===== config.mk =====
export PLATFORM = sky130hd
export DESIGN_NAME = adpcm_4bit_codec_unit_flat
export DESIGN_NICKNAME = d
export VERILOG_FILES = /design/src/rtl/adpcm_pkg.sv /design/src/rtl/adpcm_if.sv /design/src/rtl/adpcm_front.sv /design/src/rtl/adpcm_back.sv /design/src/rtl/adpcm_4bit_codec_unit.sv /design/src/flat_wrapper.sv
export SDC_FILE = /design/constraint.sdc
export NUM_CORES = 1
export LEC_CHECK = 0
export BUFFER_PORTS_ARGS = -buffer_cell sky130_fd_sc_hd__buf_2
export CAP_MARGIN = 20
export CORE_MARGIN = 5
export CORE_UTILIZATION = 55
export CTS_CLUSTER_SIZE = 40
export DETAILED_ROUTE_END_ITERATION = 12
export GPL_ROUTABILITY_DRIVEN = 0
export GPL_TIMING_DRIVEN = 0
export PLACE_DENSITY = 0.8
export SYNTH_ARGS = -nofsm -noshare
export SYNTH_HDL_FRONTEND = slang
export SYNTH_SLANG_ARGS = --single-unit

===== constraint.sdc =====
create_clock -name clock -period 16.4 [get_ports clock]
set_input_delay 3.28 -clock clock [delete_from_list [all_inputs] [get_ports clock]]
set_output_delay 3.28 -clock clock [all_outputs]
set_load 0.005 [all_outputs]

===== src/rtl/adpcm_pkg.sv =====
package adpcm_pkg;

   localparam int DATA_W  = 16;
   localparam int STEP_W  = 15;
   localparam int MAG_W   = 16;
   localparam int REM_W   = MAG_W + 2;
   localparam int PD_W    = STEP_W + 4;
   localparam int MULT_W  = 10;
   localparam int PS_W    = STEP_W + MULT_W;

   localparam logic [STEP_W-1:0] STEP_RESET = 15'd127;
   localparam logic [STEP_W-1:0] STEP_MIN   = 15'd127;
   localparam logic [STEP_W-1:0] STEP_MAX   = 15'd24576;
   localparam logic [STEP_W-1:0] DIFF_MAX   = 15'd32767;

   localparam logic signed [DATA_W-1:0] HIST_MAX = 16'sh7FFF;
   localparam logic signed [DATA_W-1:0] HIST_MIN = 16'sh8000;

   // history decay: h * 254 / 256, truncated toward zero
   localparam int DECAY_NUM   = 254;
   localparam int DECAY_SHIFT = 8;
   localparam int DECAY_BIAS  = (1 << DECAY_SHIFT) - 1;

   localparam int Q_DEPTH = 2;
   localparam int QPTR_W  = $clog2(Q_DEPTH);
   localparam int QCNT_W  = $clog2(Q_DEPTH + 1);

   localparam int CSR_ADDR_W = 3;
   localparam int CSR_DATA_W = 32;
   localparam int CSR_IDX_W  = CSR_ADDR_W - 2;
   localparam logic [CSR_IDX_W-1:0] CSR_IDX_MODE = '0;

   typedef enum logic {
      OP_ENC = 1'b0,
      OP_DEC = 1'b1
   } op_kind_type;

   typedef struct packed {
      op_kind_type        kind;
      logic               restart;
      logic [DATA_W-1:0]  data;
      logic               last;
   } op_type;

   typedef struct packed {
      logic   valid;
      op_type op;
   } head_type;

   typedef enum logic [2:0] {
      ST_IDLE,
      ST_DIV1,
      ST_DIV2,
      ST_MUL,
      ST_UPD
   } seq_state_type;

   function automatic logic [MULT_W-1:0] step_mult(input logic [2:0] mag);
      logic [MULT_W-1:0] m;
      case (mag)
         3'd0, 3'd1, 3'd2, 3'd3: m = 10'd230;
         3'd4:                   m = 10'd307;
         3'd5:                   m = 10'd409;
         3'd6:                   m = 10'd512;
         default:                m = 10'd614;
      endcase
      return m;
   endfunction

endpackage


===== src/rtl/adpcm_if.sv =====
interface adpcm_req_if;
   import adpcm_pkg::*;

   logic                      valid;
   logic                      ready;
   logic                      restart;
   logic signed [DATA_W-1:0]  data_in;
   logic                      last_item;

   modport source (output valid, output restart, output data_in, output last_item,
                   input ready);
   modport sink   (input valid, input restart, input data_in, input last_item,
                   output ready);
endinterface

interface adpcm_rsp_if;
   import adpcm_pkg::*;

   logic                      valid;
   logic                      ready;
   logic signed [DATA_W-1:0]  data_out;
   logic                      last_of_run;

   modport source (output valid, output data_out, output last_of_run, input ready);
   modport sink   (input valid, input data_out, input last_of_run, output ready);
endinterface


===== src/rtl/adpcm_front.sv =====
module adpcm_front (
   input  logic                    clock,
   input  logic                    reset,
   input  adpcm_pkg::op_kind_type  mode,
   adpcm_req_if.sink               req,
   output adpcm_pkg::head_type     head,
   input  logic                    pop
);
   import adpcm_pkg::*;

   op_type             q_ff [Q_DEPTH];
   logic [QPTR_W-1:0]  wr_ptr_ff, wr_ptr_in;
   logic [QPTR_W-1:0]  rd_ptr_ff, rd_ptr_in;
   logic [QCNT_W-1:0]  cnt_ff, cnt_in;
   logic               push;
   op_type             entry;

   assign req.ready = (cnt_ff != QCNT_W'(Q_DEPTH));
   assign push      = req.valid && req.ready;

   // request is tagged with the direction in force when it arrives
   assign entry.kind    = mode;
   assign entry.restart = req.restart;
   assign entry.data    = req.data_in;
   assign entry.last    = req.last_item;

   assign head.valid = (cnt_ff != '0);
   assign head.op    = q_ff[rd_ptr_ff];

   always_comb begin
      wr_ptr_in = wr_ptr_ff;
      rd_ptr_in = rd_ptr_ff;
      cnt_in    = cnt_ff;
      if (push) begin
         wr_ptr_in = (wr_ptr_ff == QPTR_W'(Q_DEPTH - 1)) ? '0 : wr_ptr_ff + QPTR_W'(1);
      end
      if (pop) begin
         rd_ptr_in = (rd_ptr_ff == QPTR_W'(Q_DEPTH - 1)) ? '0 : rd_ptr_ff + QPTR_W'(1);
      end
      if (push && !pop) begin
         cnt_in = cnt_ff + QCNT_W'(1);
      end else if (pop && !push) begin
         cnt_in = cnt_ff - QCNT_W'(1);
      end
   end

   always_ff @(posedge clock) begin
      if (reset) begin
         wr_ptr_ff <= '0;
         rd_ptr_ff <= '0;
         cnt_ff    <= '0;
      end else begin
         wr_ptr_ff <= wr_ptr_in;
         rd_ptr_ff <= rd_ptr_in;
         cnt_ff    <= cnt_in;
      end
   end

   always_ff @(posedge clock) begin
      if (push) begin
         q_ff[wr_ptr_ff] <= entry;
      end
   end

endmodule


===== src/rtl/adpcm_back.sv =====
module adpcm_back (
   input  logic                 clock,
   input  logic                 reset,
   input  adpcm_pkg::head_type  head,
   output logic                 pop,
   adpcm_rsp_if.source          rsp
);
   import adpcm_pkg::*;

   seq_state_type              state_ff, state_in;
   op_type                     op_ff, op_in;
   logic signed [DATA_W-1:0]   hist_ff, hist_in;
   logic [STEP_W-1:0]          step_ff, step_in;
   logic [REM_W-1:0]           rem_ff, rem_in;
   logic [2:0]                 q_ff, q_in;
   logic                       sat_ff, sat_in;
   logic                       sign_ff, sign_in;
   logic [3:0]                 code_ff, code_in;
   logic                       nib_ff, nib_in;
   logic [PD_W-1:0]            pd_ff, pd_in;
   logic [PS_W-1:0]            ps_ff, ps_in;
   logic signed [DATA_W-1:0]   hv_ff, hv_in;
   logic [3:0]                 pend_code_ff, pend_code_in;
   logic                       pend_valid_ff, pend_valid_in;
   logic                       out_valid_ff, out_valid_in;
   logic [DATA_W-1:0]          out_data_ff, out_data_in;
   logic                       out_last_ff, out_last_in;

   // intake: restart applied ahead of everything else
   logic signed [DATA_W-1:0]   hist_eff;
   logic [STEP_W-1:0]          step_eff;
   logic signed [DATA_W-1:0]   masked;
   logic signed [DATA_W:0]     diff;
   logic [MAG_W-1:0]           mag;
   // quotient, two bits a cycle
   logic [REM_W-1:0]           s8, s4, s2, s1, r1, r2;
   logic                       sat1, ge4, ge2, ge1;
   // step update
   logic [3:0]                 cur_code;
   logic [PD_W-1:0]            pd_prod;
   logic [PS_W-1:0]            ps_prod;
   logic signed [PS_W-1:0]     dec_prod, dec_bias;
   logic signed [DATA_W-1:0]   decayed;
   logic [DATA_W-1:0]          dv;
   logic [STEP_W-1:0]          dclip;
   logic signed [DATA_W:0]     nsum;
   logic signed [DATA_W-1:0]   nhist;
   logic [STEP_W+1:0]          nstep_raw;
   logic [STEP_W-1:0]          nstep;
   logic                       emit;
   logic [DATA_W-1:0]          emit_data;
   logic                       emit_last;
   logic                       upd_stall;

   assign hist_eff = head.op.restart ? '0 : hist_ff;
   assign step_eff = head.op.restart ? STEP_RESET : step_ff;
   assign masked   = $signed({head.op.data[DATA_W-1:3], 3'b000});
   assign diff     = (DATA_W+1)'(masked) - (DATA_W+1)'(hist_eff);
   assign mag      = diff[DATA_W] ? MAG_W'(-diff) : MAG_W'(diff);

   assign s8   = {step_ff, 3'b000};
   assign s4   = {1'b0, step_ff, 2'b00};
   assign s2   = {2'b00, step_ff, 1'b0};
   assign s1   = {3'b000, step_ff};
   assign sat1 = (rem_ff >= s8);
   assign ge4  = (rem_ff >= s4);
   assign r1   = ge4 ? rem_ff - s4 : rem_ff;
   assign ge2  = (rem_ff >= s2);
   assign r2   = ge2 ? rem_ff - s2 : rem_ff;
   assign ge1  = (r2 >= s1);

   assign cur_code = (op_ff.kind == OP_DEC)
                   ? (nib_ff ? op_ff.data[7:4] : op_ff.data[3:0])
                   : {sign_ff, q_ff};
   assign pd_prod  = PD_W'({cur_code[2:0], 1'b1}) * PD_W'(step_ff);
   assign ps_prod  = PS_W'(step_mult(cur_code[2:0])) * PS_W'(step_ff);
   assign dec_prod = PS_W'(hist_ff) * PS_W'(DECAY_NUM);
   assign dec_bias = dec_prod + (dec_prod[PS_W-1] ? PS_W'(DECAY_BIAS) : '0);
   assign decayed  = DATA_W'(dec_bias >>> DECAY_SHIFT);

   assign dv    = pd_ff[PD_W-1:3];
   assign dclip = (dv > DATA_W'(DIFF_MAX)) ? DIFF_MAX : dv[STEP_W-1:0];
   assign nsum  = code_ff[3] ? (DATA_W+1)'(hv_ff) - $signed({2'b00, dclip})
                             : (DATA_W+1)'(hv_ff) + $signed({2'b00, dclip});
   assign nhist = (nsum > (DATA_W+1)'(HIST_MAX)) ? HIST_MAX
                : (nsum < (DATA_W+1)'(HIST_MIN)) ? HIST_MIN
                : DATA_W'(nsum);
   assign nstep_raw = ps_ff[PS_W-1:8];
   assign nstep = (nstep_raw < (STEP_W+2)'(STEP_MIN)) ? STEP_MIN
                : (nstep_raw > (STEP_W+2)'(STEP_MAX)) ? STEP_MAX
                : nstep_raw[STEP_W-1:0];

   always_comb begin
      emit      = 1'b0;
      emit_data = '0;
      emit_last = 1'b1;
      if (op_ff.kind == OP_DEC) begin
         emit      = 1'b1;
         emit_data = nhist;
         emit_last = nib_ff;
      end else if (pend_valid_ff) begin
         emit      = 1'b1;
         emit_data = {8'h00, code_ff, pend_code_ff};
      end else if (op_ff.last) begin
         emit      = 1'b1;
         emit_data = {12'h000, code_ff};
      end
   end

   assign upd_stall = emit && out_valid_ff && !rsp.ready;

   always_comb begin
      state_in      = state_ff;
      op_in         = op_ff;
      hist_in       = hist_ff;
      step_in       = step_ff;
      rem_in        = rem_ff;
      q_in          = q_ff;
      sat_in        = sat_ff;
      sign_in       = sign_ff;
      code_in       = code_ff;
      nib_in        = nib_ff;
      pd_in         = pd_ff;
      ps_in         = ps_ff;
      hv_in         = hv_ff;
      pend_code_in  = pend_code_ff;
      pend_valid_in = pend_valid_ff;
      out_valid_in  = out_valid_ff && !rsp.ready;
      out_data_in   = out_data_ff;
      out_last_in   = out_last_ff;
      pop           = 1'b0;
      case (state_ff)
         ST_IDLE: begin
            if (head.valid) begin
               pop      = 1'b1;
               op_in    = head.op;
               hist_in  = hist_eff;
               step_in  = step_eff;
               nib_in   = 1'b0;
               rem_in   = {mag, 2'b00};
               sign_in  = diff[DATA_W];
               state_in = (head.op.kind == OP_DEC) ? ST_MUL : ST_DIV1;
            end
         end
         ST_DIV1: begin
            sat_in   = sat1;
            q_in     = sat1 ? 3'd7 : {ge4, 2'b00};
            rem_in   = r1;
            state_in = ST_DIV2;
         end
         ST_DIV2: begin
            if (!sat_ff) begin
               q_in = {q_ff[2], ge2, ge1};
            end
            state_in = ST_MUL;
         end
         ST_MUL: begin
            code_in  = cur_code;
            pd_in    = pd_prod;
            ps_in    = ps_prod;
            hv_in    = (op_ff.kind == OP_DEC) ? decayed : hist_ff;
            state_in = ST_UPD;
         end
         ST_UPD: begin
            if (!upd_stall) begin
               hist_in = nhist;
               step_in = nstep;
               if (emit) begin
                  out_valid_in = 1'b1;
                  out_data_in  = emit_data;
                  out_last_in  = emit_last;
               end
               if (op_ff.kind == OP_ENC) begin
                  if (pend_valid_ff || op_ff.last) begin
                     pend_valid_in = 1'b0;
                     pend_code_in  = '0;
                  end else begin
                     pend_valid_in = 1'b1;
                     pend_code_in  = code_ff;
                  end
               end
               if (op_ff.kind == OP_DEC && !nib_ff) begin
                  nib_in   = 1'b1;
                  state_in = ST_MUL;
               end else begin
                  state_in = ST_IDLE;
               end
            end
         end
         default: state_in = ST_IDLE;
      endcase
   end

   always_ff @(posedge clock) begin
      if (reset) begin
         state_ff <= ST_IDLE;
      end else begin
         state_ff <= state_in;
      end
   end

   always_ff @(posedge clock) begin
      if (reset) begin
         hist_ff       <= '0;
         step_ff       <= STEP_RESET;
         pend_code_ff  <= '0;
         pend_valid_ff <= 1'b0;
         out_valid_ff  <= 1'b0;
      end else begin
         hist_ff       <= hist_in;
         step_ff       <= step_in;
         pend_code_ff  <= pend_code_in;
         pend_valid_ff <= pend_valid_in;
         out_valid_ff  <= out_valid_in;
      end
   end

   always_ff @(posedge clock) begin
      op_ff       <= op_in;
      rem_ff      <= rem_in;
      q_ff        <= q_in;
      sat_ff      <= sat_in;
      sign_ff     <= sign_in;
      code_ff     <= code_in;
      nib_ff      <= nib_in;
      pd_ff       <= pd_in;
      ps_ff       <= ps_in;
      hv_ff       <= hv_in;
      out_data_ff <= out_data_in;
      out_last_ff <= out_last_in;
   end

   assign rsp.valid       = out_valid_ff;
   assign rsp.data_out    = $signed(out_data_ff);
   assign rsp.last_of_run = out_last_ff;

   a_step_range: assert property (@(posedge clock) disable iff (reset)
      step_ff >= STEP_MIN && step_ff <= STEP_MAX)
      else $error("step size left its clamp range");

   a_stall_hold: assert property (@(posedge clock) disable iff (reset)
      (state_ff == ST_UPD && upd_stall) |=>
         (state_ff == ST_UPD && $stable(hist_ff) && $stable(pend_valid_ff)))
      else $error("state moved while result register was blocked");

   a_dec_pair: assert property (@(posedge clock) disable iff (reset)
      (state_ff == ST_UPD && !upd_stall && op_ff.kind == OP_DEC && !nib_ff) |=>
         (state_ff == ST_MUL && nib_ff))
      else $error("decode did not move on to the high nibble");

   a_sat_code: assert property (@(posedge clock) disable iff (reset)
      (state_ff == ST_DIV2 && sat_ff) |=> (q_ff == 3'd7))
      else $error("saturated quotient lost");

endmodule


===== src/rtl/adpcm_4bit_codec_unit.sv =====
// Adaptive 4-bit ADPCM codec. The mode register (offset 0, bit 0) picks the
// direction: 0 encodes signed 16-bit samples into code bytes, 1 decodes code
// bytes (low 8 bits of data_in) into signed samples. Encoding packs two codes
// per byte, low nibble first; a request with last_item set and no pending
// half byte sends its code alone with a zero high nibble, so an encoded
// sample gives zero or one result. Each decoded byte always gives two
// samples, low nibble first, the second flagged last_of_run. restart clears
// history and resets the step size to 127 before the request; a pending half
// byte survives it and survives a mode change. Encoding runs two quotient
// states for the saturated 3-bit quotient (two restoring compare/subtract
// steps per cycle), then one for the step multiplies and one for the clamped
// update; decoding runs the decay/multiply and update states once per
// nibble. A 2-deep request queue lets requests land while the sequencer
// works, and a result register lets the sequencer finish while a result
// waits; it only halts at update when it has a result and that register
// is still full. Change mode only while the block is idle.
module adpcm_4bit_codec_unit (
   input  logic                                 clock,
   input  logic                                 reset,
   adpcm_req_if.sink                            req,
   adpcm_rsp_if.source                          rsp,
   input  logic                                 csr_psel,
   input  logic                                 csr_penable,
   input  logic                                 csr_pwrite,
   input  logic [adpcm_pkg::CSR_ADDR_W-1:0]     csr_paddr,
   input  logic [adpcm_pkg::CSR_DATA_W-1:0]     csr_pwdata,
   output logic [adpcm_pkg::CSR_DATA_W-1:0]     csr_prdata,
   output logic                                 csr_pready
);
   import adpcm_pkg::*;

   op_kind_type            mode_ff, mode_in;
   logic [CSR_IDX_W-1:0]   csr_idx;
   logic                   csr_wr;
   head_type               head;
   logic                   pop;

   // register select on word address; byte lanes ignored
   assign csr_idx    = csr_paddr[CSR_ADDR_W-1:2];
   assign csr_pready = 1'b1;
   assign csr_wr     = csr_psel && csr_penable && csr_pwrite && csr_pready;

   always_comb begin
      mode_in = mode_ff;
      if (csr_wr && csr_idx == CSR_IDX_MODE) begin
         mode_in = op_kind_type'(csr_pwdata[0]);
      end
   end

   always_ff @(posedge clock) begin
      if (reset) begin
         mode_ff <= OP_ENC;
      end else begin
         mode_ff <= mode_in;
      end
   end

   // reads of unmapped offsets return zero
   assign csr_prdata = (csr_idx == CSR_IDX_MODE)
                     ? {{(CSR_DATA_W-1){1'b0}}, mode_ff}
                     : '0;

   // front: takes requests, tags direction, queues them
   adpcm_front u_front (
      .clock (clock),
      .reset (reset),
      .mode  (mode_ff),
      .req   (req),
      .head  (head),
      .pop   (pop)
   );

   // back: quotient, step adaptation, packing, result register
   adpcm_back u_back (
      .clock (clock),
      .reset (reset),
      .head  (head),
      .pop   (pop),
      .rsp   (rsp)
   );

endmodule


===== src/flat_wrapper.sv =====
// flat-port wrapper written by rule: the top's interface ports become plain ports
module adpcm_4bit_codec_unit_flat import adpcm_pkg::*;
  (clock, reset, csr_psel, csr_penable, csr_pwrite, csr_paddr, csr_pwdata, csr_prdata, csr_pready, req_valid, req_restart, req_data_in, req_last_item, req_ready, rsp_valid, rsp_data_out, rsp_last_of_run, rsp_ready);
  adpcm_req_if req_i ();
  adpcm_rsp_if rsp_i ();
  input  logic clock;
  input  logic reset;
  input  logic csr_psel;
  input  logic csr_penable;
  input  logic csr_pwrite;
  input  logic [adpcm_pkg::CSR_ADDR_W-1:0] csr_paddr;
  input  logic [adpcm_pkg::CSR_DATA_W-1:0] csr_pwdata;
  output logic [adpcm_pkg::CSR_DATA_W-1:0] csr_prdata;
  output logic csr_pready;
  input wire logic [$bits(req_i.valid)-1:0] req_valid;
  input wire logic [$bits(req_i.restart)-1:0] req_restart;
  input wire logic [$bits(req_i.data_in)-1:0] req_data_in;
  input wire logic [$bits(req_i.last_item)-1:0] req_last_item;
  output wire logic [$bits(req_i.ready)-1:0] req_ready;
  output wire logic [$bits(rsp_i.valid)-1:0] rsp_valid;
  output wire logic [$bits(rsp_i.data_out)-1:0] rsp_data_out;
  output wire logic [$bits(rsp_i.last_of_run)-1:0] rsp_last_of_run;
  input wire logic [$bits(rsp_i.ready)-1:0] rsp_ready;
  assign req_i.valid = req_valid;
  assign req_i.restart = req_restart;
  assign req_i.data_in = req_data_in;
  assign req_i.last_item = req_last_item;
  assign req_ready = req_i.ready;
  assign rsp_valid = rsp_i.valid;
  assign rsp_data_out = rsp_i.data_out;
  assign rsp_last_of_run = rsp_i.last_of_run;
  assign rsp_i.ready = rsp_ready;
  adpcm_4bit_codec_unit u_core (.clock(clock), .reset(reset), .req(req_i), .rsp(rsp_i), .csr_psel(csr_psel), .csr_penable(csr_penable), .csr_pwrite(csr_pwrite), .csr_paddr(csr_paddr), .csr_pwdata(csr_pwdata), .csr_prdata(csr_prdata), .csr_pready(csr_pready));
endmodule

Yosys cells after proc, flatten, opt, wreduce, memory -nomap -nowiden. Memories as Yosys holds them, arrays and structs flattened. A register that Yosys moved wholly into a read port is not among the register bits. Cells that the tools add are included.

$add $sub $neg: 11. Multiply operators: 3. Order comparisons: 9. Equal/unequal tests: 17. Mux-type cells: 58. Bitwise gates (word level): 4. Reduce and logical (&&, ||, !) cells: 33.

Operators with widths (number): $mux W16 (8); $mux W15 (6); $mux W18 (3); $pmux W10 S4 (1); $pmux W18 S2 (1); $sub A16 B16 Y17 (2); $pmux W16 S2 (1); $pmux W15 S2 (1); $mul A10 B15 Y25 (1); $add A24 B8 Y24 (1); $mul A16 B8 Y24 const B (1); $mul A4 B15 Y19 (1); $mux W1 (19); $ge A18 B15 Y1 (1); $ge A18 B16 Y1 (1); $ge A18 B17 Y1 (1); $ge A18 B18 Y1 (1); $sub A18 B16 Y18 (1); $sub A18 B17 Y18 (1); $add A16 B16 Y17 (1); $gt A17 B15 Y1 const B (1); $gt A17 B16 Y1 const B (1); $lt A17 B16 Y1 const B (1); $lt A17 B7 Y1 const B (1); other kinds (28) (78).

Flip-flop bits (word level): 160. Memory bits (writable): 38. Logic and storage cells: 161. Memories kept: 1.

Memory list: u_core.u_front.q_ff (depth 2, width 19, read ports 1, clocked after memory_dff 1, wr ports 1, line adpcm_front.sv:11) `op_type q_ff [Q_DEPTH];`.

Logic depth before layout (Yosys ltp). Gate-level depths: netlist of the first run.

Depth in word-level cells: 9. Depth in mapped cells: 29.

Hierarchy. From an unflattened synthesis of the first run, not the netlist that was laid out.

Cells, all modules: 2315. Area total of the unflattened synthesis: 21514.4 um^2.

Modules (own cells, without submodules): adpcm_back (instances 1, cells each 2192, area an instance 19606.3 um^2, sequential area each 3863.7 um^2); adpcm_front (instances 1, cells each 83, area an instance 1599.0 um^2, sequential area each 1241.2 um^2); adpcm_4bit_codec_unit (instances 1, cells each 40, area an instance 309.0 um^2, sequential area each 20.0 um^2).

Worst setup path before layout of the first run. Ideal clock, no wire load.

Kind: in2out. Start point: input port csr_paddr[2] in the netlist's numbering. End point: output port csr_prdata[0] in the netlist's numbering. Arrival: 3.395 ns. Data required time: 13.120 ns. Path slack: 9.725 ns. Stages: 1. Buffers on the path: 0. Path through: nor2b_1.

Cells in the longest elaborated chain, start to end: 1.

Ends and longest elaborated chain: start, declared (line flat_wrapper.sv:11) `input logic [adpcm_pkg::CSR_ADDR_W-1:0] csr_paddr;`; $mux W1 (line adpcm_4bit_codec_unit.sv:60) `? {{(CSR_DATA_W-1){1'b0}}, mode_ff}`; end, declared (line flat_wrapper.sv:13) `output logic [adpcm_pkg::CSR_DATA_W-1:0] csr_prdata;`.

No other way between the ends.

Worst setup path after layout of the first run.
Start point: register u_core.u_back.nib_ff. End point: register u_core.u_back.ps_ff[21] (data pin).

Cells in the longest elaborated chain, start to end: 6. Elaborated cells between the ends (all ways): 12.

Ends and longest elaborated chain: start, declared (line adpcm_back.sv:19) `logic nib_ff, nib_in;`; start signal, assigned (line adpcm_back.sv:225) `nib_ff <= nib_in;`; $mux W4 * (2 in series) (line adpcm_back.sv:73) `? (nib_ff ? op_ff.data[7:4] : op_ff.data[3:0])`; $eq A3 B1 Y1, or another cell as far along (line adpcm_pkg.sv:60) `case (mag)`; $reduce_or A4 Y1 (line adpcm_pkg.sv:60); $pmux W10 S4 * (line adpcm_pkg.sv:60); $mul A10 B15 Y25 * (line adpcm_back.sv:76) `assign ps_prod = PS_W'(step_mult(cur_code[2:0])) * PS_W'(step_ff);`; named net u_core.u_back.ps_prod[21] (line adpcm_back.sv:41) `logic [PS_W-1:0] ps_prod;`; end signal, assigned (line adpcm_back.sv:227) `ps_ff <= ps_in;`; end, declared (line adpcm_back.sv:21) `logic [PS_W-1:0] ps_ff, ps_in;`.

The timed path passes the listed nets; every way through them passes the cells marked *. A chain may end at the register's enable or synchronous reset.

==> results of run 1 <==
[worst max-delay path by stage]
| stage | to | depth (start not counted) | from |
|---|---|---|---|
| after global routing | u_core.u_back.ps_ff[21]$_DFFE_PP_ | 26 | u_core.u_back.op_ff[18]$_DFFE_PP_ |
| final | u_core.u_back.ps_ff[21]$_DFFE_PP_ | 27 | u_core.u_back.nib_ff$_DFFE_PP_ |
| after floorplan | csr_prdata[0] | 1 | csr_paddr[2] |
| after CTS | u_core.u_back.ps_ff[21]$_DFFE_PP_ | 27 | u_core.u_back.nib_ff$_DFFE_PP_ |
| after global placement | u_core.u_back.ps_ff[21]$_DFFE_PP_ | 27 | u_core.u_back.nib_ff$_DFFE_PP_ |
| after detailed placement | u_core.u_back.ps_ff[21]$_DFFE_PP_ | 27 | u_core.u_back.nib_ff$_DFFE_PP_ |
[cells by family after synthesis]
| group | count (synthesis) | share of synthesized area (%) |
|---|---|---|
| multiplexers | 35 | 1.83 |
| AO/OA/AOI/OAI | 476 | 14.4 |
| adder cells (fa/ha/maj) | 443 | 32.7 |
| AND/OR/NAND/NOR | 626 | 13.3 |
| flip-flops | 186 | 23.9 |
| buffers and inverters | 432 | 8.19 |
| XOR/XNOR | 137 | 5.63 |
| other | 2 | 0.0350 |
[stage by stage]
step           hold slack (ns)  setup slack (ns)  util, %
6_report                 0.513              8.59     59.8
5_1_grt                  0.529              8.22     59.8
4_1_cts                  0.511              8.62     59.8
3_5_place_dp             0.496              8.64     58.3
3_3_place_gp             0.479              8.75     58.1
2_1_floorplan            0.439              9.73        -
[final cells by class]
type,count,area share (%)
Timing Repair Buffer,52,1.28
Inverter,327,5.32
Clock inverter,13,0.569
Tap cell,518,2.81
Clock buffer,19,1.87
Buffer,105,2.30
Multi-Input combinational cell,1749,63.7
Sequential cell,186,22.2
[critical path: stages, from the launching register on]
cell	delay (ns)
edfxtp_1	0.32
buf_2	0.20
mux2i_1	0.22
a21o_1	0.14
buf_2	0.22
clkinv_1	0.30
nand2_1	0.28
clkbuf_1	0.47
nand2_1	0.21
fa_1	0.56
inv_1	0.06
fa_1	0.47
ha_1	0.34
fa_1	0.54
inv_1	0.05
fa_1	0.50
inv_1	0.05
ha_1	0.29
nand3_1	0.11
a2111oi_2	0.35
a41oi_1	0.27
o21ai_1	0.27
a21oi_1	0.11
o21bai_1	0.34
a41oi_1	0.31
o21ba_2	0.32
o21bai_2	0.13
xor2_1	0.19
[layer usage]
metal | GRT usage, % | wire length (um) | up-vias
met4 | 9.67 | 2100 | 0
met5 | 0 | 0 | -
li1 | - | - | 8082
met2 | 42.3 | 25900 | 793
met1 | 31.9 | 21400 | 8376
met3 | 3.70 | 4010 | 150
[cells in the final DEF (no fill, tap or decap), drive strengths merged, types with 13 or more instances in the layout]
cell	n
a21boi	14
a21o	36
a21oi	151
a22oi	24
a31oi	13
and2	18
and3	13
buf	105
clkbuf	71
conb	32
dfxtp	46
edfxtp	140
fa	201
ha	228
inv	332
maj3	14
mux2	24
nand2	216
nand2b	14
nand3	28
nor2	193
nor2b	26
nor3	46
o21a	21
o21ai	94
o21bai	16
xnor2	78
xor2	59
[sequential cells by signal, summed over array words and instances, names as in the netlist, 10 cells and up, named ones only]
signal	count
u_core.u_back.hist_ff	16
u_core.u_back.hv_ff	16
u_core.u_back.op_ff	10
u_core.u_back.pd_ff	16
u_core.u_back.ps_ff	17
u_core.u_back.rem_ff	16
u_core.u_back.rsp.data_out	16
u_core.u_back.step_ff	15
u_core.u_front.q_ff	38
==> results.md, run 1 <==
- Final Max Tran Viols: 0
- Worst-margin pin slew: 0.939 ns
- Layout fillers: 3165
- Wire per inst: about 18 um
- Largest net degree at the start of global routing: 38
- Hold_sp: u_core.mode_ff$_SDFFE_PP0P_
- WS Path Type: register to register
- Synth unique cells: 84
- Maximum clock frequency: 128 MHz
- Cells after Synth: 2337
- Number of global-route vias before repair: 17700
- Setup TNS: 0 ns
- Insertion delay of the later-clocked pin in the worst-skew pair: 0.45 ns
- Worst min path class: register to register
- Via count: 17400
- Status: finished clean
- Die area: 43100 um2
- Post-Layout Cell Count: 2969
- EDFF count, synth: between 100 and 150
- H-tree depth: 4
- Final Cell Area: approximately 23000 um2
- Detailed Route Iter0 Violations: between 1500 and 2000
- Worst r2r src: u_core.u_back.nib_ff$_DFFE_PP_
- Mean Syn Cell Area: 9.18 um2
- DRT Pass-1 Iters: 7
- Yosys reg bits: around 190
- Post-Syn Area: 21500 um2
- DPL Wire Length: 43.8 mm
- Startpoint types: register
- Initial antenna violation count: 0
- Most common library cells after synthesis: inv_1 (324), ha_1 (228), nand2_1 (216)
- Initial Util: 55.5%
- Port bufs: 46
- Final hold violation count: 0
- Top-count cell post-synth: inv_1
- Fin nets: 2927
- Tmin final: 7.81 ns
- Root Buffer: clkbuf_16
- Yosys synthesis warning count: 0
- RSZ-0062 raised after global routing: no
- Avg Vias per Cell: 5.86
- Die H: 208 um
- Main flop type after synthesis: edfxtp_1
- Final wirelength: 53.4 mm
- Share of the synthesized area in the top cell type: 19.6%
- Post-route DRC: 0
- Hold buffers post-CTS: 0
- GRT overflow: 0
- Flop2flop setup slack: 8.59 ns
- Ys async rst share: 0%
- Worst EP arrival: between 8 and 9 ns
- Hold Path Sink: u_core.u_front.q_ff[1][18]$_DFFE_PP_
- Endpoints failing setup: 0
- Number of max-cap violations: 0
- Clk sinks: 186
- R2r endpoint: u_core.u_back.ps_ff[21]$_DFFE_PP_
- CTS tree: yes
- Ranking of synthesized cells by area: edfxtp_1 (20%), fa_1 (19%), ha_1 (13%)
- Area growth, synth to finish: 7.63%
- Worst R2R Path Depth: 27
- Area of the multi-input gates: 14700 um2
- Crit Path Max Fanout: 10
- Post-Route Skew: 0.0150 ns
- Register Area: 5120 um2
- Core ar.: 38600 um2
- Min-Delay Path Depth: 0
- Post-CTS setup buffers: 0
- Cts bufs inserted: 17
- Number of placement rows: 72
- Share of cells above drive strength 1: 7.51%
- Required time worst endpoint: 16.69 ns
- Register area share after synthesis: 23.9%
- Gr usage total: 24.8%
- Post-DP Area: roughly 23000 um2
- Slew Limit Headroom: between 30% and 40%
- Clock Path Buffers: 2
- Inst Count DP: approximately 3000
- Die Span X: 208 um
- Io pins: 112
- Post_cts resized: 0
- Antenna cell count: 0
- CTS clk-pin slew, worst paths: 0.08 ns
- Antenna Violating Nets Remaining: 0
- Global-route wire length before repair: roughly 88 mm
- Fin crit share: a little under half
- Setup crit end kind: register
- Post-synth top area cell: edfxtp_1
Power of run 1 is not shown: default switching activity piles up to over one toggle a cycle in this logic, so the estimate is an artifact.
==> run 2, diff against run 1 <==
- PLACE_DENSITY: 0.8 -> 0.83
- clock period: 16.4 -> 6.85 ns (I/O delays scaled with it)
==> results.md, run 2 (synthesis gave the netlist of run 1 again) <==
- Avg Vias per Cell: between 5 and 6
- Startpoint types: register
- Initial antenna violation count: 0
- DPL Wire Length: 44.0 mm
- Post-Route Skew: 0.0152 ns
- Tmin final: 6.62 ns
- CTS tree: yes
- Largest reg by FF count: u_core.u_front.q_ff
- Endpoints failing setup: 0
- Area growth, synth to finish: 9.57%
- Die Span X: 208 um
- Largest registers: u_core.u_front.q_ff x38, u_core.u_back.ps_ff x17
- Register Area: approximately 5200 um2
- WS Path Type: register to register
- Die area: around 43000 um2
- Fin nets: around 2900
- Detailed Route Iter0 Violations: about 1600
- Area of the multi-input gates: 14900 um2
- Initial Util: 55.5%
- Maximum clock frequency: 151 MHz
- Hold buffers post-CTS: 0
- Antenna cell count: 0
- Core ar.: 38600 um2
- Worst EP arrival: roughly 6.9 ns
- Commonest non-fill, non-tap cells in the layout: inv_1 (323), ha_1 (226), nand2_1 (211)
- DRT Pass-1 Iters: 6
- Layout fillers: 3053
- Insertion delay of the later-clocked pin in the worst-skew pair: approximately 0.46 ns
- Status: finished clean
- Largest net degree at the start of global routing: 38
- H-tree depth: 4
- Number of max-cap violations: 0
- Worst-margin pin slew: about 1 ns
- Via count: 17700
- Fin crit share: 96.6%
- Required time worst endpoint: 7.13 ns
- Number of global-route vias before repair: 17800
- Min-Delay Path Depth: 0
- Max reg flops: 38
- Port bufs: 46
- Post-route DRC: 0
- Final hold violation count: 0
- Slew Limit Headroom: 33.9%
- Wire per inst: 18.2 um
- Setup ws final: between 0.2 and 0.25 ns
- Share of cells above drive strength 1: 10.4%
- Cts bufs inserted: 17
- Setup TNS: 0 ns
- Clk sinks: 186
- Gr usage total: 24.9%
- Post-Layout Cell Count: 2988
- Worst R2R Path Depth: 26
- Crit Path Max Fanout: 10
- Final wirelength: ~55 mm
- Fin util: 60.8%
- Dpl ws: -0.867 ns
- Global-route wire length before repair: around 88 mm
- Io pins: 112
- Inst Count DP: a little under 3000
- Flop2flop setup slack: 0.23 ns
- Antenna Violating Nets Remaining: 0
- Number of placement rows: 72
- GRT overflow: 0
- Die H: a little over 200 um
- Root Buffer: clkbuf_16
- Final Max Tran Viols: 0
- Setup crit end kind: register
- CTS clk-pin slew, worst paths: 0.07 ns
- Most common cell after layout, fill and taps aside: inv_1
- Worst min path class: register to register
- Clock Path Buffers: 2
-- run 2: cell count changes in the layout (fill, tap and decap cells not counted), moves of 5 or more --
cell / previous run / this run
buf_4: 35 / 57
dfxtp_1: 46 / 32
dfxtp_2: 0 / 10
clkbuf_1: 54 / 46
a21oi_1: 151 / 145
a21oi_2: 0 / 5
clkbuf_2: 0 / 5
nand2_1: 216 / 211
-- run 2: layer usage --
metal  wire (um)  part of all wire [%]  track usage, %  vias up
met3        4480                   8.2            4.04      186
met5           0                     0               0        -
met2       26900                    49            43.2      855
met1       21100                    39            31.3     8524
met4        2070                   3.8            9.55        0
li1            -                     -               -     8123
-- run 2: critical path, stage by stage, from the launching register on --
cell and delay (ns):
edfxtp_1 0.37, buf_4 0.18, mux2_4 0.33, a21o_4 0.26, xor2_2 0.22, nand2_2 0.13
buf_8 0.15, nand2_1 0.10, fa_1 0.54, inv_1 0.06, fa_1 0.54, ha_4 0.21
fa_1 0.53, inv_1 0.05, fa_1 0.50, inv_1 0.05, ha_1 0.31, nand3_2 0.11
a2111oi_4 0.23, a41oi_2 0.25, o21ai_2 0.21, a21oi_1 0.10, o21bai_2 0.18, a41oi_2 0.17
o21ba_4 0.28, o21ai_2 0.13, xor2_1 0.21
-- run 2: through the flow --
stage | hold slack [ns] | cell area (um2)
after detailed placement | 0.477 | 22500
after floorplan | 0.439 | 21600
after global placement | 0.479 | 22400
final | 0.506 | 23500
after global routing | 0.521 | 23500
after CTS | 0.491 | 23300
-- run 2: area by class of cell --
class	instances	share of cell area [%]
well taps	518	2.76
repair buffers	71	1.87
clock inverters	9	0.303
clock buffers	23	2.12
multi-input cells	1749	63.4
plain buffers	105	2.41
inverters	327	5.26
flip-flops and latches	186	21.9
-- run 2: final timing paths --
kind | startpoint | endpoint
worst max-delay path | u_core.u_back.nib_ff$_DFFE_PP_ | u_core.u_back.ps_ff[22]$_DFFE_PP_
worst min-delay path | u_core.mode_ff$_SDFFE_PP0P_ | u_core.u_front.q_ff[1][18]$_DFFE_PP_
worst max register to register | u_core.u_back.nib_ff$_DFFE_PP_ | u_core.u_back.ps_ff[22]$_DFFE_PP_
worst min register to register | u_core.mode_ff$_SDFFE_PP0P_ | u_core.u_front.q_ff[1][18]$_DFFE_PP_
-- run 2: what timing repair did --
| item | in CTS | in global routing |
|---|---|---|
| pin swaps | 8 | 21 |
| resized for setup | 33 | 52 |
| setup buffers | 9 | 10 |
| setup endpoints to repair | 30 | 26 |
Power of run 2 is left out for the same reason.
